`src/rtl/bu2x_pkg.sv`:
```
// Shared constants and types of the 2x bilinear RGBA upscaler.
`timescale 1ns / 1ps
`default_nettype none
package bu2x_pkg;

    localparam int MAX_WIDTH  = 2048;
    localparam int MAX_HEIGHT = 2048;

    localparam int PIX_W     = 32;
    localparam int CFG_W     = 12;
    localparam int COORD_W   = 12;
    localparam int CFG_IDX_W = 1;
    localparam int COL_W     = $clog2(MAX_WIDTH);
    localparam int ROW_W     = $clog2(MAX_HEIGHT);
    localparam int N_SLOTS   = 4;

    localparam logic [CFG_W-1:0] WIDTH_RESET  = CFG_W'(640);
    localparam logic [CFG_W-1:0] HEIGHT_RESET = CFG_W'(480);

    // Result slots, in output raster order.
    localparam int SLOT_CTR  = 0;
    localparam int SLOT_VERT = 1;
    localparam int SLOT_HORZ = 2;
    localparam int SLOT_ORIG = 3;

    typedef enum logic [CFG_IDX_W-1:0] {
        REG_IN_WIDTH  = 1'b0,
        REG_IN_HEIGHT = 1'b1
    } t_cfg_reg;

    // All results one input item produces, with their source position.
    typedef struct packed {
        logic [N_SLOTS-1:0][PIX_W-1:0] pix;
        logic [N_SLOTS-1:0]            mask;
        logic [COL_W-1:0]              col;
        logic [ROW_W-1:0]              row;
    } t_result_set;

endpackage
`default_nettype wire

```
`src/rtl/bu2x_out_buf.sv`:
```
// Result register that drains one item's result set, one result per cycle while i_out_ready is high.
`timescale 1ns / 1ps
`default_nettype none
module bu2x_out_buf (
    input  wire logic                         i_clk,
    input  wire logic                         i_rst_n,
    input  wire logic                         i_load_valid,
    input  wire bu2x_pkg::t_result_set        i_load,
    output logic                              o_load_ready,
    output logic                              o_out_valid,
    input  wire logic                         i_out_ready,
    output logic [bu2x_pkg::PIX_W-1:0]        o_out_pixel,
    output logic [bu2x_pkg::COORD_W-1:0]      o_out_x,
    output logic [bu2x_pkg::COORD_W-1:0]      o_out_y,
    output logic                              o_last
);
    import bu2x_pkg::*;

    t_result_set        r_set;
    logic [N_SLOTS-1:0] r_mask;
    logic [N_SLOTS-1:0] n_mask;
    logic [N_SLOTS-1:0] sel;
    logic [N_SLOTS-1:0] rest;
    logic [COL_W:0]     x_even;
    logic [ROW_W:0]     y_even;
    logic               x_odd, y_odd;
    logic               take;

    // Pick the lowest pending slot.
    always_comb begin
        sel = '0;
        if (r_mask[SLOT_CTR]) begin
            sel[SLOT_CTR] = 1'b1;
        end else if (r_mask[SLOT_VERT]) begin
            sel[SLOT_VERT] = 1'b1;
        end else if (r_mask[SLOT_HORZ]) begin
            sel[SLOT_HORZ] = 1'b1;
        end else begin
            sel[SLOT_ORIG] = 1'b1;
        end
    end

    always_comb begin
        o_out_valid = (r_mask != '0);
        take        = o_out_valid && i_out_ready;
        rest        = r_mask & ~sel;
        o_last      = (rest == '0);

        o_load_ready = !o_out_valid || (take && o_last);

        o_out_pixel = '0;
        for (int i = 0; i < N_SLOTS; i++) begin
            if (sel[i]) begin
                o_out_pixel = r_set.pix[i];
            end
        end

        x_odd  = sel[SLOT_CTR] || sel[SLOT_HORZ];
        y_odd  = sel[SLOT_CTR] || sel[SLOT_VERT];
        x_even = {r_set.col, 1'b0};
        y_even = {r_set.row, 1'b0};
        o_out_x = COORD_W'(x_even - (COL_W + 1)'(x_odd));
        o_out_y = COORD_W'(y_even - (ROW_W + 1)'(y_odd));

        n_mask = r_mask;
        if (take) begin
            n_mask = rest;
        end
        if (i_load_valid && o_load_ready) begin
            n_mask = i_load.mask;
        end
    end

    always_ff @(posedge i_clk) begin
        if (!i_rst_n) begin
            r_mask <= '0;
        end else begin
            r_mask <= n_mask;
        end
    end

    always_ff @(posedge i_clk) begin
        if (i_load_valid && o_load_ready) begin
            r_set <= i_load;
        end
    end

endmodule
`default_nettype wire

```
`config.mk`:
```
export PLATFORM = sky130hd
export DESIGN_NAME = bu2x_out_buf
export DESIGN_NICKNAME = d
export VERILOG_FILES = /design/src/rtl/bu2x_pkg.sv /design/src/rtl/bu2x_out_buf.sv
export SDC_FILE = /design/constraint.sdc
export NUM_CORES = 1
export LEC_CHECK = 0
export ABC_AREA = 1
export BUFFER_PORTS_ARGS = -buffer_cell sky130_fd_sc_hd__buf_2
export CELL_PAD_IN_SITES_DETAIL_PLACEMENT = 1
export CELL_PAD_IN_SITES_GLOBAL_PLACEMENT = 2
export CORE_MARGIN = 2
export CORE_UTILIZATION = 32
export DETAILED_ROUTE_END_ITERATION = 7
export PLACE_DENSITY = 0.88
export SETUP_SLACK_MARGIN = 0.02
export SYNTH_ARGS = -nofsm -noshare
export SYNTH_HDL_FRONTEND = slang
export SYNTH_SLANG_ARGS = --single-unit
```
`constraint.sdc`:
```
create_clock -name i_clk -period 4.35 [get_ports i_clk]
set_input_delay 0.2175 -clock i_clk [delete_from_list [all_inputs] [get_ports i_clk]]
set_output_delay 0.2175 -clock i_clk [all_outputs]
set_load 0.02 [all_outputs]
```
* Word-level counts from Yosys, hierarchy flattened *
Index checks and enable logic that the tools add are counted.

storage, ports and cells
  register bits after elaboration = 154

operators by class
  add/sub/neg operators = 2
  muxes and demuxes = 12
  reductions and logical operators = 10
  bitwise logic cells = 2

operators by type and width
  cell                 number
  $mux W32             4
  $sub A12 B1 Y12      2
  $mux W4              2
  $and A4 B4 Y4        1
  $logic_not A4 Y1     1
  $mux W1              4
  $not A4 Y4           1
  $reduce_bool A4 Y1   1
  $logic_and A1 B1 Y1  3
  $logic_or A1 B1 Y1   3
  $mux W3              1
  $mux W2              1
  $reduce_bool A2 Y1   1
  $logic_not A1 Y1     1

* Longest topological paths before layout *
  word-level depth = 10
  mapped depth = 10
  mapped depth without buffers = 9

* Worst setup path before layout *
No wires, ideal clock.

  path type = flip-flop to flip-flop
  from = register r_mask[1]
  to = register r_set[0] in the netlist's numbering, enable pin
  arrival = 3,433 ps
  data required time = 3,874 ps
  clock period less this slack = 3,909 ps
  buffers on the path = 2
  stages on the path, launching flop included = 7
  path slack = 441 ps
  cells stage by stage = dfxtp_1 -> buf_4 -> nor2_4 -> nand2_2 -> or2_0 -> buf_6 -> a21oi_4

between the ends
  elaborated cells between the ends (all ways) = 12
  those cells by class = mux (3); bitwise (2); reduce/logical (7)

RTL lines
  what                    RTL line            RTL
  from (decl)             bu2x_out_buf.sv:20  logic [N_SLOTS-1:0] r_mask;
  from (signal assigned)  bu2x_out_buf.sv:78  r_mask <= n_mask;
  $reduce_bool A4 Y1 *    bu2x_out_buf.sv:44  o_out_valid = (r_mask != '0);
  named net o_out_valid   bu2x_out_buf.sv:10  output logic o_out_valid,
  $logic_and A1 B1 Y1     bu2x_out_buf.sv:45  take = o_out_valid && i_out_ready;
  $logic_and A1 B1 Y1     bu2x_out_buf.sv:49  o_load_ready = !o_out_valid || (take && o_last);
  $logic_or A1 B1 Y1 *    bu2x_out_buf.sv:49
  $logic_and A1 B1 Y1 *   bu2x_out_buf.sv:83  if (i_load_valid && o_load_ready) begin
  to (signal assigned)    bu2x_out_buf.sv:84  r_set <= i_load;
  to (decl)               bu2x_out_buf.sv:19  t_result_set r_set;

The timed path passes the listed nets; every way through them passes the cells marked *.
A chain may end at the register's enable or synchronous reset.

* Worst setup path in the final report *
  from = register r_mask[0]
  to = output o_out_x[8] in the netlist's numbering

between the ends
  cells in the longest elaborated chain, start to end = 3
  elaborated cells between the ends (all ways) = 4
  those cells by class = add/sub (1); mux (2); reduce/logical (1)

RTL lines
  what                                RTL line            RTL
  $mux W1 or $mux W3 (tied branches)  bu2x_out_buf.sv:32  if (r_mask[SLOT_CTR]) begin
  $logic_or A1 B1 Y1 *                bu2x_out_buf.sv:58  x_odd = sel[SLOT_CTR] || sel[SLOT_HORZ];
  $sub A12 B1 Y12 *                   bu2x_out_buf.sv:62  o_out_x = COORD_W'(x_even - (COL_W + 1)'(x_odd));
  to (decl)                           bu2x_out_buf.sv:13  output logic [bu2x_pkg::COORD_W-1:0] o_out_x,

Mark *: on every way between the ends. The rest lies on a longest branch, timed or not.

==> flow_summary.toml <==
[cells_and_area]
mostFrequentLayoutCells = "216 x buf_2, 150 x dlygate4sd3_1, 150 x edfxtp_1"
final_nets = 971
final_common_cell = "buf_2"
drive_gt1_share_pct = 31.8
final_area_um2 = 9400
area_growth_pct = 56.4
antenna_cells = 0

[clock_tree]
cts-root-buf = "clkbuf_16"
cts_hold_buf = 150
cts_setup_buffers = 0
worstSkewPairLatency_ps = 430
clockBufferDepth = 2
cts.sinks = 154
cts_resized = 0
numCtsBuffers = 17
cts_max_level = 4
clk_pin_slew_ps = 60
cts_tree = "done"

[global_route]
antenna_found_initial = 0
grt_start_max_net_pins = 99
grt_pass1_wl_mm = 31.3
grt.overflow.total = 0
grt_usage_pct = 20.9
grt_pass1_vias = 5702

[placement]
portBuffers = 216
hpwlAfterDp_mm = 11.4
globalplace.congestion = 0.849
dpl_cell_area_um2 = 7340

[floorplan]
die_x_um = 141
rows = 50
io_pins = 217
dieArea_um2 = 19900
initial_core_util_pct = 32.4
fp.dieH_um = 141
coreArea_um2 = 18600

[routing]
antenna_left = 0
drc = 0
drt_wl_total_mm = 20.5
drtIter0Drc = 245
wl_per_cell_um = 19.4
first_pass_iters = 4
viasPerCell = 4.71
vias = 4978

[logic_synthesis]
synth_fa_ha_area_share_pct = 0.416
synth_cell_type_count = 31
synthCells = 442
synth_area_per_cell_um2 = 13.6
synth.cell_area_um2 = 6010
synthesis.nets = 602
synth_top_family_by_area = "simple AND/OR/NAND/NOR gates"
synth_compound_area_share_pct = 1.21
yosysSeqAreaShare_pct = 76.2
muxShareOfSynthArea_pct = 0
synth_xor_area_share_pct = 2.77
synthSimpleGateAreaFrac_pct = 16.4
ys_warn_count = 0
yosys_register_bits = 154

[sta]
finalMaxSlewViolations = 0
grt_setup_unrepaired = "no"
finalSetupViolCount = 0
hold_viol_final = 0
fmax_mhz = 281
fin_crit_ps = 3550
fin_crit_sh_pct = 81.7
finalSetupTns_ps = 0
tightest_slew_ps = 972
relSlewSlack_pct = 35.0
finalClockSkew_ps = 19.0

[setup_path]
worstReg2RegStart = "r_mask[0]"
critPathMaxFanout = 36
worstPathRequired_ps = 4130
critPathArrivalTime_ps = 3340
worstPathCellList = "inv_1, buf_4, o21ai_2, ha_1, nand2_1, or3_1, nor3_1, xor2_1, buf_2"
cpLargestDelayFamily = "flip-flops"
critPathMaxStageDelay_ps = 910
cp.buffers_inverters = 3
cpMaxStageDelayCell = "dfxtp_2"
crit_type = "flip-flop to output pin"
startpoint_type = "flip-flop"
rr_endpoint = "r_set[95]"
rr_worst_depth = 5
crit_path_end_kind = "output pin"
r2r_slack_ps = 1770

[pwr]
pwr-share-comb_pct = 35.3
netSwitchingPower_mw = 2.24
p_sw_share_pct = 39.0
leakage_nw = 3.82
p_per_area_nw_per_um2 = 609
clock_power_share_pct = 25.2
seqPwrFrac_pct = 39.5
p_int_mw = 3.49
ir_drop_mv = 0.280

[hold_path]
min_to = "r_mask[0]"
hold_depth = 3
min-delay-path-class = "primary input to flip-flop"
min_from = "i_load[22]"

[run_status]
status = "complete, no violations"

[flow_run]
drv_cap = 0
metal layers:
metal / GRT usage [%] / vias up / share of wire, %
li1: - / 2319 / -
met1: 21.6 / 2422 / 37
met2: 39.5 / 192 / 54
met3: 5.81 / 45 / 5.6
met4: 8.63 / 0 / 3.1
met5: 0 / - / 0
Yosys cell counts, drive strengths merged:
| master | instances | area (µm²) |
|---|---|---|
| xnor2 | 6 | 52.6 |
| a21oi | 4 | 31.3 |
| ha | 2 | 25.0 |
| xor2 | 13 | 114 |
| a31oi | 1 | 6.26 |
| or3 | 1 | 6.26 |
| dfxtp | 4 | 80.1 |
| edfxtp | 150 | 4500 |
| clkbuf | 12 | 45.0 |
| inv | 20 | 75.1 |
| buf | 8 | 60.1 |
| nand3b | 1 | 7.51 |
| and2 | 1 | 6.26 |
| nand4 | 32 | 200 |
| nor4 | 1 | 6.26 |
| nor3 | 5 | 25.0 |
| nand2 | 117 | 447 |
| nand3 | 40 | 200 |
| or2 | 2 | 12.5 |
| o21ai | 4 | 35.0 |
| nor2 | 18 | 75.1 |
cells by family after synthesis:
kind of cell               after synthesis
and+or+nand+nor                        218
adders and majority gates                2
AOI/OAI and AO/OA                        9
buffers and inverters                   40
DFF                                    154
xor gates and xnor gates                19
tightest hold or removal path: cells and delay by family:
kind | cells | cell delay, ps
AOI/OAI and AO/OA | 1 | 50
buffers and inverters | 1 | 100
and+or+nand+nor | 1 | 60
layout make-up:
| class | count | area [µm²] |
|---|---|---|
| fillers | 1932 | 9180 |
| flip-flops and latches | 154 | 4590 |
| repair buffers | 370 | 2630 |
| multi-input cells | 248 | 1260 |
| clock buffers | 18 | 429 |
| well taps | 234 | 293 |
| clock inverters | 14 | 138 |
| inverters | 20 | 75.1 |
sequential cells by signal (all words and copies together) (netlist names):
signal  flops
r_set     150
r_mask      4
how the worst max path moves through the flow:
stage,slack (ps),cells past startpoint,start,to
floorplan,440,6,r_mask[1],r_set[0]
detailed placement,1340,9,r_mask[0],o_out_x[8]
global placement,1480,9,r_mask[0],o_out_x[8]
CTS,870,9,r_mask[0],o_out_x[8]
global route,550,9,r_mask[0],o_out_x[8]
finish,800,9,r_mask[0],o_out_x[8]
power by group through the flow:
stage	clock network [mW]	registers, mW	logic, mW
after global routing	1.53	2.30	2.18
after CTS	1.47	2.25	2.00
after detailed placement	0	2.28	1.88
after floorplan	0	2.19	1.26
after global placement	0	2.26	1.83
final	1.45	2.26	2.02
through the flow:
| step | power, mW | utilization [%] | hold slack, ps | setup slack, ps | std cells |
|---|---|---|---|---|---|
| 6_report | 5.73 | 50.6 | 52.3 | 796 | 1058 |
| 5_1_grt | 6.01 | 50.6 | 59.3 | 547 | 1058 |
| 4_1_cts | 5.72 | 50.6 | 34.2 | 866 | 1058 |
| 3_5_place_dp | 4.16 | 39.5 | 396 | 1340 | 876 |
| 3_3_place_gp | 4.08 | 39.5 | 395 | 1480 | 876 |
| 2_1_floorplan | 3.44 | - | 316 | 441 | 442 |
Note: power is estimated with default switching activity, not from simulation.
