**config.mk**
```make
export PLATFORM = sky130hd
export DESIGN_NAME = bu2x_interp
export DESIGN_NICKNAME = d
export VERILOG_FILES = /design/src/rtl/bu2x_pkg.sv /design/src/rtl/bu2x_interp.sv
export SDC_FILE = /design/constraint.sdc
export NUM_CORES = 1
export LEC_CHECK = 0
export ABC_AREA = 0
export BUFFER_PORTS_ARGS = -buffer_cell sky130_fd_sc_hd__buf_2
export CORE_AREA = 2 2 212 162
export DETAILED_ROUTE_END_ITERATION = 12
export DIE_AREA = 0 0 214 164
export GPL_TIMING_DRIVEN = 0
export PLACE_DENSITY_LB_ADDON = 0.15
export SLEW_MARGIN = 30
export SYNTH_ARGS = -nofsm -noshare
export SYNTH_HDL_FRONTEND = slang
export SYNTH_SLANG_ARGS = --single-unit
```
**constraint.sdc**
```tcl
create_clock -name vclk -period 6.7
set_input_delay 1.34 -clock vclk [all_inputs]
set_output_delay 1.34 -clock vclk [all_outputs]
set_load 0.01 [all_outputs]
```
**src/rtl/bu2x_pkg.sv**
```systemverilog
// Shared constants and types of the 2x bilinear RGBA upscaler.
`timescale 1ns / 1ps
`default_nettype none
package bu2x_pkg;

    localparam int MAX_WIDTH  = 2048;
    localparam int MAX_HEIGHT = 2048;

    localparam int PIX_W     = 32;
    localparam int CFG_W     = 12;
    localparam int COORD_W   = 12;
    localparam int CFG_IDX_W = 1;
    localparam int COL_W     = $clog2(MAX_WIDTH);
    localparam int ROW_W     = $clog2(MAX_HEIGHT);
    localparam int N_SLOTS   = 4;

    localparam logic [CFG_W-1:0] WIDTH_RESET  = CFG_W'(640);
    localparam logic [CFG_W-1:0] HEIGHT_RESET = CFG_W'(480);

    // Result slots, in output raster order.
    localparam int SLOT_CTR  = 0;
    localparam int SLOT_VERT = 1;
    localparam int SLOT_HORZ = 2;
    localparam int SLOT_ORIG = 3;

    typedef enum logic [CFG_IDX_W-1:0] {
        REG_IN_WIDTH  = 1'b0,
        REG_IN_HEIGHT = 1'b1
    } t_cfg_reg;

    // All results one input item produces, with their source position.
    typedef struct packed {
        logic [N_SLOTS-1:0][PIX_W-1:0] pix;
        logic [N_SLOTS-1:0]            mask;
        logic [COL_W-1:0]              col;
        logic [ROW_W-1:0]              row;
    } t_result_set;

endpackage
`default_nettype wire

```
**src/rtl/bu2x_interp.sv**
```systemverilog
// Per-channel averaging that forms the up to four results of one input pixel.
`timescale 1ns / 1ps
`default_nettype none
module bu2x_interp (
    input  wire logic [bu2x_pkg::PIX_W-1:0] i_pixel,
    input  wire logic [bu2x_pkg::PIX_W-1:0] i_up,
    input  wire logic [bu2x_pkg::PIX_W-1:0] i_left,
    input  wire logic [bu2x_pkg::PIX_W-1:0] i_upper_left,
    input  wire logic [bu2x_pkg::COL_W-1:0] i_col,
    input  wire logic [bu2x_pkg::ROW_W-1:0] i_row,
    output bu2x_pkg::t_result_set           o_set
);
    import bu2x_pkg::*;

    // Truncating mean of each byte lane.
    function automatic logic [PIX_W-1:0] avg2(input logic [PIX_W-1:0] a,
                                              input logic [PIX_W-1:0] b);
        logic [PIX_W-1:0] res;
        logic [8:0]       s;
        res = '0;
        for (int i = 0; i < PIX_W / 8; i++) begin
            s = {1'b0, a[8*i +: 8]} + {1'b0, b[8*i +: 8]};
            res[8*i +: 8] = s[8:1];
        end
        return res;
    endfunction

    logic [PIX_W-1:0] vl, vr, hu, hd;

    always_comb begin
        vl = avg2(i_upper_left, i_left);
        vr = avg2(i_up, i_pixel);
        hu = avg2(i_upper_left, i_up);
        hd = avg2(i_left, i_pixel);

        o_set.pix[SLOT_CTR]  = avg2(avg2(vl, vr), avg2(hu, hd));
        o_set.pix[SLOT_VERT] = vr;
        o_set.pix[SLOT_HORZ] = hd;
        o_set.pix[SLOT_ORIG] = i_pixel;

        o_set.mask[SLOT_CTR]  = (i_row != '0) && (i_col != '0);
        o_set.mask[SLOT_VERT] = (i_row != '0);
        o_set.mask[SLOT_HORZ] = (i_col != '0);
        o_set.mask[SLOT_ORIG] = 1'b1;

        o_set.col = i_col;
        o_set.row = i_row;
    end

endmodule
`default_nettype wire

```
[Word level (Yosys, flattened, before mapping)]
Cells that the tools add are included.
Storage, ports and cells
  bits in registers: 0
  output and inout port bits: 154
  bits of input ports: 150
  word-level logic and storage cells: 31
Operators by class
  add/sub/neg operators: 28
  reductions and logical operators: 3
Operators by type and width (number)
  adder 8 x 8 -> 9 bit: 28
  nonzero test 11 bit: 2
  logical AND 1 bit: 1

[Logic depth before layout (Yosys ltp)]
Gate-level depths: netlist (run 1).
  depth in word-level cells: 3
  depth in mapped cells: 18
  depth with buffers taken out: 18

[Worst setup path after synthesis (run 1)]
Ideal clock, no wire load.
  path type: input port to output port
  start: input i_pixel[17] (netlist bit)
  end: output o_set[48] (netlist bit)
  stages on the path: 15
  required time: 5.360 ns
  path slack: 0.800 ns
  buffers on the path: 0
  arrival time: 4.560 ns
  cells stage by stage: inv_1 fa_1 nand2b_1 a21oi_1 xor2_1 ha_1 a21o_1 a31o_2 xor2_1 ha_1 a21boi_0 o21ai_0 a21boi_0 nor4_1 a311o_1
RTL lines
  from (decl): RTL line bu2x_interp.sv:5  | input wire logic [bu2x_pkg::PIX_W-1:0] i_pixel,
  to (decl): RTL line bu2x_interp.sv:11  | output bu2x_pkg::t_result_set o_set

==> metrics.txt, run 1 <==
# TYPE chip_impl_metric gauge
chip_impl_info{name="run_status",value="finished, final reports clean"} 1
chip_impl_metric{name="detail_route.wirelength",unit="microns"} 31200
chip_impl_metric{name="placementRows",unit=""} 58
chip_impl_metric{name="drc_errors",unit=""} 0
chip_impl_metric{name="chipHeight",unit="microns"} 164
chip_impl_metric{name="power.share.clock",unit=""} 0
chip_impl_info{name="path_class",value="in2out"} 1
chip_impl_metric{name="worst_pin_slew",unit="ns"} 0.566
chip_impl_info{name="yosysTopAreaCell",value="sky130_fd_sc_hd__ha_1"} 1
chip_impl_metric{name="combined_area_of_all_synthesized_cells",unit="sq um"} 9760
chip_impl_metric{name="place_worst_setup_slack",unit="ns"} -0.0563
chip_impl_metric{name="combinationalPowerShare",unit=""} 1.000
chip_impl_metric{name="antenna-diode-count",unit=""} 0
chip_impl_metric{name="seqPwrFrac",unit=""} 0
chip_impl_metric{name="final-hold-violation-count",unit=""} 0
chip_impl_metric{name="layout.area.seq",unit="sq um"} 0
chip_impl_metric{name="synth_largest_type_area_fraction",unit=""} 0.251
chip_impl_info{name="worstSetupStartpointType",value="input port"} 1
chip_impl_info{name="critPathCaptureType",value="primary output"} 1
chip_impl_metric{name="worstPathArrival",unit="ns"} 5.09
chip_impl_metric{name="switching_share",unit=""} 0.562
chip_impl_metric{name="power.density_cell_area",unit="nW/um^2"} 329
chip_impl_metric{name="antenna_violations_before_repair",unit=""} 0
chip_impl_metric{name="syn_avg_cell_area",unit="sq um"} 7.78
chip_impl_metric{name="min_period_over_period",unit=""} 0.959
chip_impl_info{name="unrepaired_setup_endpoints_after_global_routing",value="true"} 1
chip_impl_metric{name="synthesis.yosys.warnings",unit=""} 0
chip_impl_metric{name="vdd_ir_drop_max",unit="mV"} 0.311
chip_impl_metric{name="fp.dieArea",unit="sq um"} 35100
chip_impl_metric{name="gp_congestion",unit=""} 0.885
chip_impl_metric{name="flops_and_latches",unit=""} 0
chip_impl_metric{name="grt_pass1_vias",unit=""} 9603
chip_impl_info{name="synth.top_cells.by_count",value="196 x sky130_fd_sc_hd__ha_1, 91 x sky130_fd_sc_hd__a21oi_1, 86 x sky130_fd_sc_hd__nor2_1"} 1
chip_impl_metric{name="total_via_count_after_detailed_routing",unit=""} 10100
chip_impl_metric{name="coreArea",unit="sq um"} 33000
chip_impl_metric{name="synth.net_count",unit=""} 1629
chip_impl_metric{name="worst_setup_margin",unit="ns"} 0.273
chip_impl_metric{name="synthCells",unit=""} 1255
chip_impl_metric{name="grt_first_pass_wirelength",unit="microns"} 48800
chip_impl_metric{name="antenna_left",unit=""} 0
chip_impl_metric{name="cp_max_fo",unit=""} 5
chip_impl_metric{name="p_switching",unit="W"} 0.00221
chip_impl_metric{name="setup_violations",unit=""} 0
chip_impl_metric{name="routed_wire_length_per_instance",unit="microns"} 15.5
chip_impl_metric{name="area.growth.synth_to_final",unit="%"} 22.3
chip_impl_metric{name="max_freq",unit="MHz"} 156
chip_impl_info{name="min-delay-start",value="i_col[6]"} 1
chip_impl_info{name="hold-path-endpoint",value="o_set[17]"} 1
chip_impl_metric{name="critPathRequiredTime",unit="ns"} 5.36
chip_impl_info{name="hold_path.class",value="in2out"} 1
chip_impl_metric{name="pin_count_of_the_biggest_net_entering_global_routing",unit=""} 10
chip_impl_metric{name="layout.nets",unit=""} 1937
chip_impl_metric{name="layout.clock_buffers",unit=""} 0
chip_impl_metric{name="p_int",unit="W"} 0.00172
chip_impl_metric{name="postLayoutCoreUtil",unit=""} 0.362
chip_impl_metric{name="timing_max_transition_violations_final",unit=""} 0
chip_impl_metric{name="worst_case_headroom_to_the_max_slew_limit",unit=""} 0.622
chip_impl_metric{name="total_gr_overflow",unit=""} 0
chip_impl_metric{name="dpl.hpwl",unit="microns"} 28600
chip_impl_metric{name="initial_core_util",unit=""} 0.296
chip_impl_metric{name="synth.distinct_cells",unit=""} 77
chip_impl_metric{name="route.detailed.vias_per_inst",unit=""} 5.00
chip_impl_info{name="synthTopCellsByArea",value="sky130_fd_sc_hd__ha_1 25%, sky130_fd_sc_hd__xor2_1 7.5%, sky130_fd_sc_hd__xnor2_1 6.5%, sky130_fd_sc_hd__fa_1 5.7%, sky130_fd_sc_hd__a21oi_1 4.7%"} 1
chip_impl_metric{name="combined_global_route_utilization_of_all_metal_layers",unit=""} 0.169
chip_impl_metric{name="totalPowerFinal",unit="W"} 0.00393
chip_impl_metric{name="drive_gt1_frac",unit=""} 0.277
chip_impl_metric{name="portion_of_the_post_synthesis_area_used_by_sequential_elements",unit=""} 0
chip_impl_metric{name="dr.pass1.iters",unit=""} 4
chip_impl_metric{name="numPortBuffers",unit=""} 303
chip_impl_metric{name="io_pins",unit=""} 304
chip_impl_metric{name="leakagePower",unit="nW"} 6.04
chip_impl_metric{name="min_delay_path_depth",unit=""} 3
chip_impl_metric{name="detailedRoute.firstIterationViolations",unit=""} 412
chip_impl_metric{name="x_dimension_of_the_die",unit="microns"} 214
chip_impl_metric{name="max_cap_violations",unit=""} 0
chip_impl_metric{name="final.min_clock_period",unit="ns"} 6.43
chip_impl_info{name="yosys.cell_count.top_type",value="sky130_fd_sc_hd__ha_1"} 1
[critical path: stages]
cell	delay [ns]
sky130_fd_sc_hd__buf_2	0.15
sky130_fd_sc_hd__and2_1	0.16
sky130_fd_sc_hd__fa_1	0.40
sky130_fd_sc_hd__a211o_1	0.33
sky130_fd_sc_hd__nand2_1	0.11
sky130_fd_sc_hd__xnor2_1	0.18
sky130_fd_sc_hd__ha_1	0.30
sky130_fd_sc_hd__a21o_1	0.18
sky130_fd_sc_hd__a31o_2	0.22
sky130_fd_sc_hd__xor2_1	0.29
sky130_fd_sc_hd__ha_1	0.33
sky130_fd_sc_hd__o21ai_0	0.12
sky130_fd_sc_hd__a21boi_0	0.15
sky130_fd_sc_hd__o21ai_0	0.18
sky130_fd_sc_hd__nand2b_1	0.10
sky130_fd_sc_hd__a21o_1	0.18
sky130_fd_sc_hd__a21o_1	0.18
sky130_fd_sc_hd__buf_2	0.14
[area by class of cell]
class	instances	area [sq um]
Buffer	62	453
Fill cell	3547	21100
Inverter	78	293
Multi-Input combinational cell	1115	9090
Tap cell	450	563
Timing Repair Buffer	306	1540
[power by group through the flow]
stage               registers [W]  clock network [W]  logic, W
global route                    0                  0   0.00444
finish                          0                  0   0.00393
CTS                             0                  0   0.00396
floorplan                       0                  0   0.00268
detailed placement              0                  0   0.00393
global placement                0                  0   0.00389
[metrics by stage]
stage / area (sq um) / hold slack (ns) / cells / setup TNS, ns
finish: 11900 / 2.96 / 2011 / 0
global route: 11900 / 2.98 / 2011 / -0.00671
CTS: 11800 / 2.96 / 2008 / 0
detailed placement: 11800 / 2.97 / 2008 / -0.0563
global placement: 11800 / 2.97 / 2008 / -0.0304
floorplan: 9760 / 2.77 / 1255 / 0
[cells in the final DEF, fill, tap and decap left out, types with 9 or more instances in the layout]
cell,Yosys,layout
sky130_fd_sc_hd__buf_2,2,305
sky130_fd_sc_hd__ha_1,196,195
sky130_fd_sc_hd__a21oi_1,91,88
sky130_fd_sc_hd__nor2_1,86,86
sky130_fd_sc_hd__xor2_1,84,82
sky130_fd_sc_hd__inv_1,78,78
sky130_fd_sc_hd__xnor2_1,72,69
sky130_fd_sc_hd__nand2_1,63,63
sky130_fd_sc_hd__buf_4,55,58
sky130_fd_sc_hd__o21ai_0,57,57
sky130_fd_sc_hd__nand2b_1,49,49
sky130_fd_sc_hd__a21o_1,48,48
sky130_fd_sc_hd__fa_1,28,28
sky130_fd_sc_hd__nor3_1,24,24
sky130_fd_sc_hd__nand3b_1,20,20
sky130_fd_sc_hd__nand4_1,18,18
sky130_fd_sc_hd__nor3b_1,16,16
sky130_fd_sc_hd__nand3_1,15,15
sky130_fd_sc_hd__nor4_1,15,15
sky130_fd_sc_hd__nor2b_1,14,14
sky130_fd_sc_hd__a21boi_0,16,13
sky130_fd_sc_hd__and2_1,12,12
sky130_fd_sc_hd__and3b_1,11,11
sky130_fd_sc_hd__a21oi_2,6,9
sky130_fd_sc_hd__or2_2,9,9
sky130_fd_sc_hd__o21a_1,9,9
[cell families (layout without fill, tap and decap cells)]
logic type / after synthesis / in the layout / synth area share
other: 1 / 1 / 0.000384
muxes: 1 / 1 / 0.00103
AOI/OAI and AO/OA: 335 / 335 / 0.241
buffers and inverters: 140 / 446 / 0.0764
xor gates and xnor gates: 158 / 158 / 0.144
and+or+nand+nor: 396 / 396 / 0.228
adders and majority gates: 224 / 224 / 0.309
[how the worst max path moves through the flow]
stage	from	to	slack, ns	cells past startpoint
6_report	i_pixel[24]	o_set[57]	0.27	18
5_1_grt	i_pixel[17]	o_set[48]	-0.007	17
4_1_cts	i_pixel[17]	o_set[48]	0.002	17
3_5_place_dp	i_pixel[17]	o_set[48]	-0.06	17
3_3_place_gp	i_pixel[17]	o_set[48]	-0.03	17
2_1_floorplan	i_pixel[17]	o_set[48]	0.80	15
[what timing repair did]
action | 4_1_cts | 5_1_grt
pin swaps | 0 | 2
buffers inserted | 0 | 3
gates resized for setup | 1 | 17
setup endpoints to repair | 1 | 4
hold buffers | 0 | 0
endpoints found under the hold margin | 0 | 0
[layer usage]
layer	global-route usage	vias up	share of wire
met5	0	-	0
met4	0.00191	0	0.0010
met3	0.0106	2	0.039
met2	0.262	189	0.42
met1	0.266	4694	0.54
li1	-	5170	-
Note: power is estimated with default switching activity, not from simulation.
==> run 2, diff against run 1 <==
--- a/config.mk
+++ b/config.mk
@@ -11,8 +11,9 @@
 export DETAILED_ROUTE_END_ITERATION = 12
 export DIE_AREA = 0 0 214 164
 export GPL_TIMING_DRIVEN = 0
+export MAX_ROUTING_LAYER = met4
 export PLACE_DENSITY_LB_ADDON = 0.15
-export SLEW_MARGIN = 30
+export SLEW_MARGIN = 20
 export SYNTH_ARGS = -nofsm -noshare
 export SYNTH_HDL_FRONTEND = slang
 export SYNTH_SLANG_ARGS = --single-unit
==> constraint.sdc (replaced) <==
create_clock -name vclk -period 6.7
set_input_delay 0.335 -clock vclk [all_inputs]
set_output_delay 0.335 -clock vclk [all_outputs]
set_load 0.01 [all_outputs]
==> metrics.txt, run 2 (synthesized netlist as in run 1, its figures left out) <==
# TYPE chip_impl_metric gauge
chip_impl_metric{name="drc_errors",unit=""} 0
chip_impl_metric{name="critPathRequiredTime",unit="ns"} 6.36
chip_impl_metric{name="max_freq",unit="MHz"} 212
chip_impl_info{name="final_common_cell",value="sky130_fd_sc_hd__buf_2"} 1
chip_impl_metric{name="switching_share",unit=""} 0.565
chip_impl_metric{name="antenna-diode-count",unit=""} 0
chip_impl_metric{name="numPortBuffers",unit=""} 303
chip_impl_metric{name="cts_hold_buffers",unit=""} 0
chip_impl_metric{name="cp_max_fo",unit=""} 4
chip_impl_info{name="min-delay-start",value="i_col[6]"} 1
chip_impl_metric{name="layout.nets",unit=""} 1934
chip_impl_metric{name="layout.clock_buffers",unit=""} 0
chip_impl_info{name="critPathCaptureType",value="primary output"} 1
chip_impl_info{name="highest_count_cells_in_the_layout_ignoring_fill_and_taps",value="305 x sky130_fd_sc_hd__buf_2, 196 x sky130_fd_sc_hd__ha_1, 91 x sky130_fd_sc_hd__a21oi_1"} 1
chip_impl_info{name="critical_path.startpoint",value="i_pixel[17]"} 1
chip_impl_metric{name="fill_cells",unit=""} 3555
chip_impl_metric{name="fp.dieArea",unit="sq um"} 35100
chip_impl_info{name="hold_path.class",value="in2out"} 1
chip_impl_metric{name="detail_route.wirelength",unit="microns"} 31200
chip_impl_metric{name="flops_and_latches",unit=""} 0
chip_impl_metric{name="area.growth.synth_to_final",unit="%"} 21.3
chip_impl_metric{name="seqPwrFrac",unit=""} 0
chip_impl_metric{name="total_via_count_after_detailed_routing",unit=""} 10000
chip_impl_metric{name="detailedRoute.firstIterationViolations",unit=""} 425
chip_impl_info{name="unrepaired_setup_endpoints_after_global_routing",value="false"} 1
chip_impl_metric{name="initial_core_util",unit=""} 0.296
chip_impl_metric{name="leakagePower",unit="nW"} 6.00
chip_impl_metric{name="antenna_left",unit=""} 0
chip_impl_info{name="cp_cell_sequence",value="buf_2 > inv_1 > fa_1 > nand2b_1 > a21oi_1 > xor2_1 > ha_1 > a21o_1 > a31o_2 > xor2_1 > ha_1 > a21boi_0 > o21ai_0 > a21boi_0 > nor4_1 > a311o_1 > buf_2"} 1
chip_impl_metric{name="timing_max_transition_violations_final",unit=""} 0
chip_impl_metric{name="combinationalPowerShare",unit=""} 1.000
chip_impl_metric{name="drive_gt1_frac",unit=""} 0.267
chip_impl_metric{name="dpl.hpwl",unit="microns"} 28600
chip_impl_metric{name="worstPathBufferInverterCount",unit=""} 3
chip_impl_metric{name="total_gr_overflow",unit=""} 0
chip_impl_metric{name="setup_violations",unit=""} 0
chip_impl_info{name="run_status",value="finished, final reports clean"} 1
chip_impl_metric{name="worst_case_headroom_to_the_max_slew_limit",unit=""} 0.552
chip_impl_metric{name="p_switching",unit="W"} 0.00220
chip_impl_metric{name="dr.pass1.iters",unit=""} 5
chip_impl_metric{name="route.detailed.vias_per_inst",unit=""} 4.99
chip_impl_metric{name="antenna_violations_before_repair",unit=""} 0
chip_impl_metric{name="vdd_ir_drop_max",unit="mV"} 0.311
chip_impl_metric{name="routed_wire_length_per_instance",unit="microns"} 15.5
chip_impl_info{name="critPathSlowestCell",value="sky130_fd_sc_hd__fa_1"} 1
chip_impl_metric{name="postCtsSetupRepairBufs",unit=""} 0
chip_impl_metric{name="grt_pass1_vias",unit=""} 9613
chip_impl_metric{name="chipHeight",unit="microns"} 164
chip_impl_metric{name="p_int",unit="W"} 0.00170
chip_impl_metric{name="slowest_delay",unit="ns"} 0.46
chip_impl_metric{name="worstPathArrival",unit="ns"} 4.38
chip_impl_metric{name="instances_no_fill",unit=""} 2008
chip_impl_metric{name="max_cap_violations",unit=""} 0
chip_impl_metric{name="final.min_clock_period",unit="ns"} 4.71
chip_impl_metric{name="holdWs",unit="ns"} 0.954
chip_impl_metric{name="combined_global_route_utilization_of_all_metal_layers",unit=""} 0.174
chip_impl_metric{name="final-hold-violation-count",unit=""} 0
chip_impl_metric{name="placementRows",unit=""} 58
chip_impl_metric{name="ctsResizeCount",unit=""} 0
chip_impl_metric{name="io_pins",unit=""} 304
chip_impl_metric{name="gp_congestion",unit=""} 0.900
chip_impl_metric{name="final.setup.tns",unit="ns"} 0
chip_impl_info{name="worstSetupStartpointType",value="input port"} 1
chip_impl_metric{name="layout.area.seq",unit="sq um"} 0
chip_impl_metric{name="power.density_cell_area",unit="nW/um^2"} 329
chip_impl_metric{name="pin_count_of_the_biggest_net_entering_global_routing",unit=""} 10
chip_impl_metric{name="worst_pin_slew",unit="ns"} 0.655
chip_impl_info{name="path_class",value="in2out"} 1
chip_impl_metric{name="post-place-cells",unit=""} 2008
chip_impl_metric{name="min_period_over_period",unit=""} 0.704
chip_impl_metric{name="x_dimension_of_the_die",unit="microns"} 214
chip_impl_metric{name="power.share.clock",unit=""} 0
chip_impl_info{name="cp_top_family",value="compound AO/OA/AOI/OAI gates"} 1
chip_impl_metric{name="coreArea",unit="sq um"} 33000
chip_impl_metric{name="grt_first_pass_wirelength",unit="microns"} 48800
[run 2: cell types whose count changed in the layout (fill, tap and decap cells not counted), moves of 2 or more]
cell,previous run,this run
sky130_fd_sc_hd__xor2_2,3,1
sky130_fd_sc_hd__buf_4,58,55
sky130_fd_sc_hd__xnor2_1,69,72
sky130_fd_sc_hd__xnor2_2,3,0
sky130_fd_sc_hd__a2111oi_0,3,5
sky130_fd_sc_hd__a21oi_2,9,6
sky130_fd_sc_hd__a21boi_1,3,0
sky130_fd_sc_hd__a2111oi_2,4,2
sky130_fd_sc_hd__a21boi_0,13,16
sky130_fd_sc_hd__a21oi_1,88,91
sky130_fd_sc_hd__xor2_1,82,84
[run 2: path summary, 6_finish.rpt]
path | slack (ns) | cells past startpoint | endpoint
setup / recovery | 1.99 | 17 | o_set[48]
hold / removal | 0.95 | 3 | o_set[17]
[run 2: area by class of cell]
type | count | area, sq um | share of cell area
Multi-Input combinational cell | 1115 | 9010 | 0.761
Inverter | 78 | 293 | 0.0247
Timing Repair Buffer | 303 | 1520 | 0.128
Tap cell | 450 | 563 | 0.0476
Buffer | 62 | 453 | 0.0383
[run 2: power by group through the flow]
stage	Clock, W	Combinational (W)	Sequential (W)
after floorplan	0	0.00268	0
after global placement	0	0.00389	0
after detailed placement	0	0.00393	0
after CTS	0	0.00395	0
after global routing	0	0.00440	0
final	0	0.00389	0
[run 2: metal layers]
metal | share of wire | global-route usage | vias to the layer above
li1 | - | - | 5156
met1 | 0.55 | 0.267 | 4662
met4 | 0.0010 | 0.00223 | 0
met3 | 0.036 | 0.00759 | 2
met2 | 0.42 | 0.262 | 199
met5 | 0 | - | -
[run 2: per-stage QoR]
step | setup WS, ns | cell area [sq um] | util | power (W)
2_1_floorplan | 2.81 | 9760 | - | 0.00268
3_3_place_gp | 1.98 | 11800 | 0.359 | 0.00389
3_5_place_dp | 1.95 | 11800 | 0.359 | 0.00393
4_1_cts | 1.92 | 11800 | 0.359 | 0.00395
5_1_grt | 1.62 | 11800 | 0.359 | 0.00440
6_report | 1.99 | 11800 | 0.359 | 0.00389
==> run 3, diff against run 2 <==
--- a/config.mk
+++ b/config.mk
@@ -5,11 +5,11 @@
 export SDC_FILE = /design/constraint.sdc
 export NUM_CORES = 1
 export LEC_CHECK = 0
-export ABC_AREA = 0
+export ABC_AREA = 1
 export BUFFER_PORTS_ARGS = -buffer_cell sky130_fd_sc_hd__buf_2
-export CORE_AREA = 2 2 212 162
+export CORE_AREA = 2 2 213 163
 export DETAILED_ROUTE_END_ITERATION = 12
-export DIE_AREA = 0 0 214 164
+export DIE_AREA = 0 0 215 165
 export GPL_TIMING_DRIVEN = 0
 export MAX_ROUTING_LAYER = met4
 export PLACE_DENSITY_LB_ADDON = 0.15
==> constraint.sdc (replaced) <==
create_clock -name vclk -period 4.2
set_input_delay 0.21 -clock vclk [all_inputs]
set_output_delay 0.21 -clock vclk [all_outputs]
set_load 0.01 [all_outputs]
==> metrics.txt, run 3 <==
# TYPE chip_impl_metric gauge
chip_impl_metric{name="drc_errors",unit=""} 0
chip_impl_metric{name="dpl.hpwl",unit="microns"} 30700
chip_impl_metric{name="combinationalPowerShare",unit=""} 1.000
chip_impl_metric{name="placementRows",unit=""} 58
chip_impl_metric{name="layout.clock_buffers",unit=""} 0
chip_impl_metric{name="grt_pass1_vias",unit=""} 10600
chip_impl_metric{name="synth.distinct_cells",unit=""} 30
chip_impl_metric{name="io_pins",unit=""} 304
chip_impl_metric{name="max_freq",unit="MHz"} 246
chip_impl_metric{name="timing_max_transition_violations_final",unit=""} 0
chip_impl_metric{name="max_cap_violations",unit=""} 0
chip_impl_info{name="run_status",value="finished, final reports clean"} 1
chip_impl_info{name="path_class",value="in2out"} 1
chip_impl_metric{name="synth.net_count",unit=""} 2013
chip_impl_info{name="synth.top_cells.by_count",value="523 x sky130_fd_sc_hd__nand2_1, 263 x sky130_fd_sc_hd__inv_1, 196 x sky130_fd_sc_hd__ha_1"} 1
chip_impl_metric{name="switching_share",unit=""} 0.595
chip_impl_metric{name="final.min_clock_period",unit="ns"} 4.07
chip_impl_metric{name="initial_core_util",unit=""} 0.297
chip_impl_metric{name="power.density_cell_area",unit="nW/um^2"} 482
chip_impl_metric{name="synthCells",unit=""} 1639
chip_impl_metric{name="portion_of_the_post_synthesis_area_used_by_sequential_elements",unit=""} 0
chip_impl_metric{name="leakagePower",unit="nW"} 7.55
chip_impl_metric{name="coreArea",unit="sq um"} 33200
chip_impl_metric{name="syn_avg_cell_area",unit="sq um"} 6.02
chip_impl_metric{name="instances_no_fill",unit=""} 2401
chip_impl_metric{name="worstPathArrival",unit="ns"} 3.86
chip_impl_metric{name="seqPwrFrac",unit=""} 0
chip_impl_metric{name="setup_violations",unit=""} 0
chip_impl_metric{name="cp_max_fo",unit=""} 5
chip_impl_metric{name="area.growth.synth_to_final",unit="%"} 22.9
chip_impl_metric{name="critPathRequiredTime",unit="ns"} 3.99
chip_impl_metric{name="final.setup.tns",unit="ns"} 0
chip_impl_metric{name="min_period_over_period",unit=""} 0.969
chip_impl_metric{name="layout.nets",unit=""} 2327
chip_impl_metric{name="vdd_ir_drop_max",unit="mV"} 0.322
chip_impl_metric{name="pin_count_of_the_biggest_net_entering_global_routing",unit=""} 7
chip_impl_metric{name="postLayoutCoreUtil",unit=""} 0.365
chip_impl_metric{name="p_switching",unit="W"} 0.00348
chip_impl_info{name="synthTopCellsByArea",value="sky130_fd_sc_hd__ha_1 25%, sky130_fd_sc_hd__nand2_1 20%, sky130_fd_sc_hd__inv_1 10%, sky130_fd_sc_hd__a21oi_1 7.4%, sky130_fd_sc_hd__nand3_1 6.2%"} 1
chip_impl_metric{name="drive_gt1_frac",unit=""} 0.217
chip_impl_metric{name="antenna-diode-count",unit=""} 0
chip_impl_metric{name="route.detailed.vias_per_inst",unit=""} 4.64
chip_impl_info{name="hold_path.class",value="in2out"} 1
chip_impl_metric{name="chipHeight",unit="microns"} 165
chip_impl_info{name="critPathCaptureType",value="primary output"} 1
chip_impl_metric{name="total_via_count_after_detailed_routing",unit=""} 11100
chip_impl_metric{name="total_gr_overflow",unit=""} 0
chip_impl_metric{name="flops_and_latches",unit=""} 0
chip_impl_metric{name="layout.cell_area.non_filler",unit="sq um"} 12100
chip_impl_metric{name="routed_wire_length_per_instance",unit="microns"} 13.9
chip_impl_metric{name="multi_input_comb_area",unit="sq um"} 8560
chip_impl_metric{name="dr.pass1.iters",unit=""} 5
chip_impl_metric{name="gp_congestion",unit=""} 0.891
chip_impl_info{name="unrepaired_setup_endpoints_after_global_routing",value="true"} 1
chip_impl_info{name="highest_count_cells_in_the_layout_ignoring_fill_and_taps",value="522 x sky130_fd_sc_hd__nand2_1, 303 x sky130_fd_sc_hd__buf_2, 263 x sky130_fd_sc_hd__inv_1"} 1
chip_impl_metric{name="fill_cells",unit=""} 3731
chip_impl_metric{name="grt_first_pass_wirelength",unit="microns"} 51700
chip_impl_metric{name="final-hold-violation-count",unit=""} 0
chip_impl_metric{name="p_int",unit="W"} 0.00236
chip_impl_metric{name="numPortBuffers",unit=""} 303
chip_impl_metric{name="synthesis.yosys.warnings",unit=""} 0
chip_impl_metric{name="combined_global_route_utilization_of_all_metal_layers",unit=""} 0.184
chip_impl_metric{name="place_worst_setup_slack",unit="ns"} 0.138
chip_impl_info{name="yosysTopAreaCell",value="sky130_fd_sc_hd__ha_1"} 1
chip_impl_metric{name="antenna_left",unit=""} 0
chip_impl_metric{name="power.share.clock",unit=""} 0
chip_impl_metric{name="antenna_violations_before_repair",unit=""} 0
chip_impl_metric{name="combined_area_of_all_synthesized_cells",unit="sq um"} 9860
chip_impl_metric{name="detail_route.wirelength",unit="microns"} 33400
chip_impl_metric{name="detailed_place.area",unit="sq um"} 11900
chip_impl_metric{name="layout.area.seq",unit="sq um"} 0
chip_impl_metric{name="worst_setup_margin",unit="ns"} 0.130
chip_impl_info{name="worstSetupStartpointType",value="input port"} 1
chip_impl_info{name="final_common_cell",value="sky130_fd_sc_hd__nand2_1"} 1
chip_impl_metric{name="fp.dieArea",unit="sq um"} 35500
chip_impl_metric{name="detailedRoute.firstIterationViolations",unit=""} 510
chip_impl_metric{name="synth_largest_type_area_fraction",unit=""} 0.249
chip_impl_info{name="yosys.cell_count.top_type",value="sky130_fd_sc_hd__nand2_1"} 1
chip_impl_metric{name="post-place-cells",unit=""} 2392
chip_impl_metric{name="x_dimension_of_the_die",unit="microns"} 215
[run 3: cell types whose count changed after synthesis, moves of 18 or more]
cell	previous run	this run
sky130_fd_sc_hd__nand2_2	1	19
sky130_fd_sc_hd__xnor2_1	72	34
sky130_fd_sc_hd__a21o_1	48	12
sky130_fd_sc_hd__inv_1	78	263
sky130_fd_sc_hd__a21oi_1	91	145
sky130_fd_sc_hd__xor2_1	84	62
sky130_fd_sc_hd__nand2b_1	49	0
sky130_fd_sc_hd__nand2_1	63	523
sky130_fd_sc_hd__o21ai_0	57	15
sky130_fd_sc_hd__nor3_1	24	2
sky130_fd_sc_hd__nor2_1	86	42
sky130_fd_sc_hd__nand3_1	15	122
[run 3: power by group through the flow]
stage / logic, W / registers [W] / clock network [W]
CTS: 0.00575 / 0 / 0
floorplan: 0.00384 / 0 / 0
global placement: 0.00567 / 0 / 0
detailed placement: 0.00572 / 0 / 0
finish: 0.00584 / 0 / 0
global route: 0.00659 / 0 / 0
[run 3: cell type report]
type                            count  area share
Buffer                             55      0.0341
Inverter                          265      0.0821
Multi-Input combinational cell   1319       0.707
Tap cell                          450      0.0465
Timing Repair Buffer              312       0.131
[run 3: worst max-delay path, stage by stage]
cell and delay [ns]:
sky130_fd_sc_hd__buf_2 0.14, sky130_fd_sc_hd__inv_1 0.11, sky130_fd_sc_hd__fa_1 0.48, sky130_fd_sc_hd__xnor2_1 0.42, sky130_fd_sc_hd__inv_1 0.13, sky130_fd_sc_hd__fa_1 0.49, sky130_fd_sc_hd__nor2_1 0.14, sky130_fd_sc_hd__nand3_1 0.08
sky130_fd_sc_hd__nand2_1 0.10, sky130_fd_sc_hd__xor2_1 0.21, sky130_fd_sc_hd__ha_1 0.32, sky130_fd_sc_hd__a21oi_1 0.13, sky130_fd_sc_hd__o21ai_0 0.15, sky130_fd_sc_hd__nand2_1 0.09, sky130_fd_sc_hd__nand2_1 0.05, sky130_fd_sc_hd__a21oi_1 0.20
sky130_fd_sc_hd__xnor2_1 0.23, sky130_fd_sc_hd__buf_2 0.20
[run 3: layer usage]
metal / share of wire / GRT usage / wire, microns
met1: 0.53 / 0.268 / 17900
met4: 0.0047 / 0.00721 / 158
met2: 0.42 / 0.292 / 14000
met5: 0 / - / 0
met3: 0.042 / 0.0116 / 1390
[run 3: path summary, 6_finish.rpt]
kind / start / endpoint / cells after the start
worst min-delay path: i_row[1] / o_set[1] / 3
worst max-delay path: i_pixel[17] / o_set[47] / 18
[run 3: kinds of logic (layout without fill, tap and decap cells)]
group | Yosys count | in the layout | share of synthesized area
simple gates | 775 | 775 | 0.337
buf+inv | 320 | 632 | 0.143
fa+ha+maj | 224 | 224 | 0.305
compound gates | 223 | 223 | 0.130
xor+xnor | 96 | 96 | 0.0852
other cells | 1 | 1 | 0.000380
[run 3: what timing repair did]
item                                    CTS  global route
hold buffers                              0             0
buffers inserted                          0             9
endpoints found under the setup margin    0            10
resized for setup                         0            19
[run 3: through the flow]
stage | hold slack, ns | power [W]
2_1_floorplan | 0.512 | 0.00384
3_3_place_gp | 0.705 | 0.00567
3_5_place_dp | 0.705 | 0.00572
4_1_cts | 0.706 | 0.00575
5_1_grt | 0.717 | 0.00659
6_report | 0.705 | 0.00584
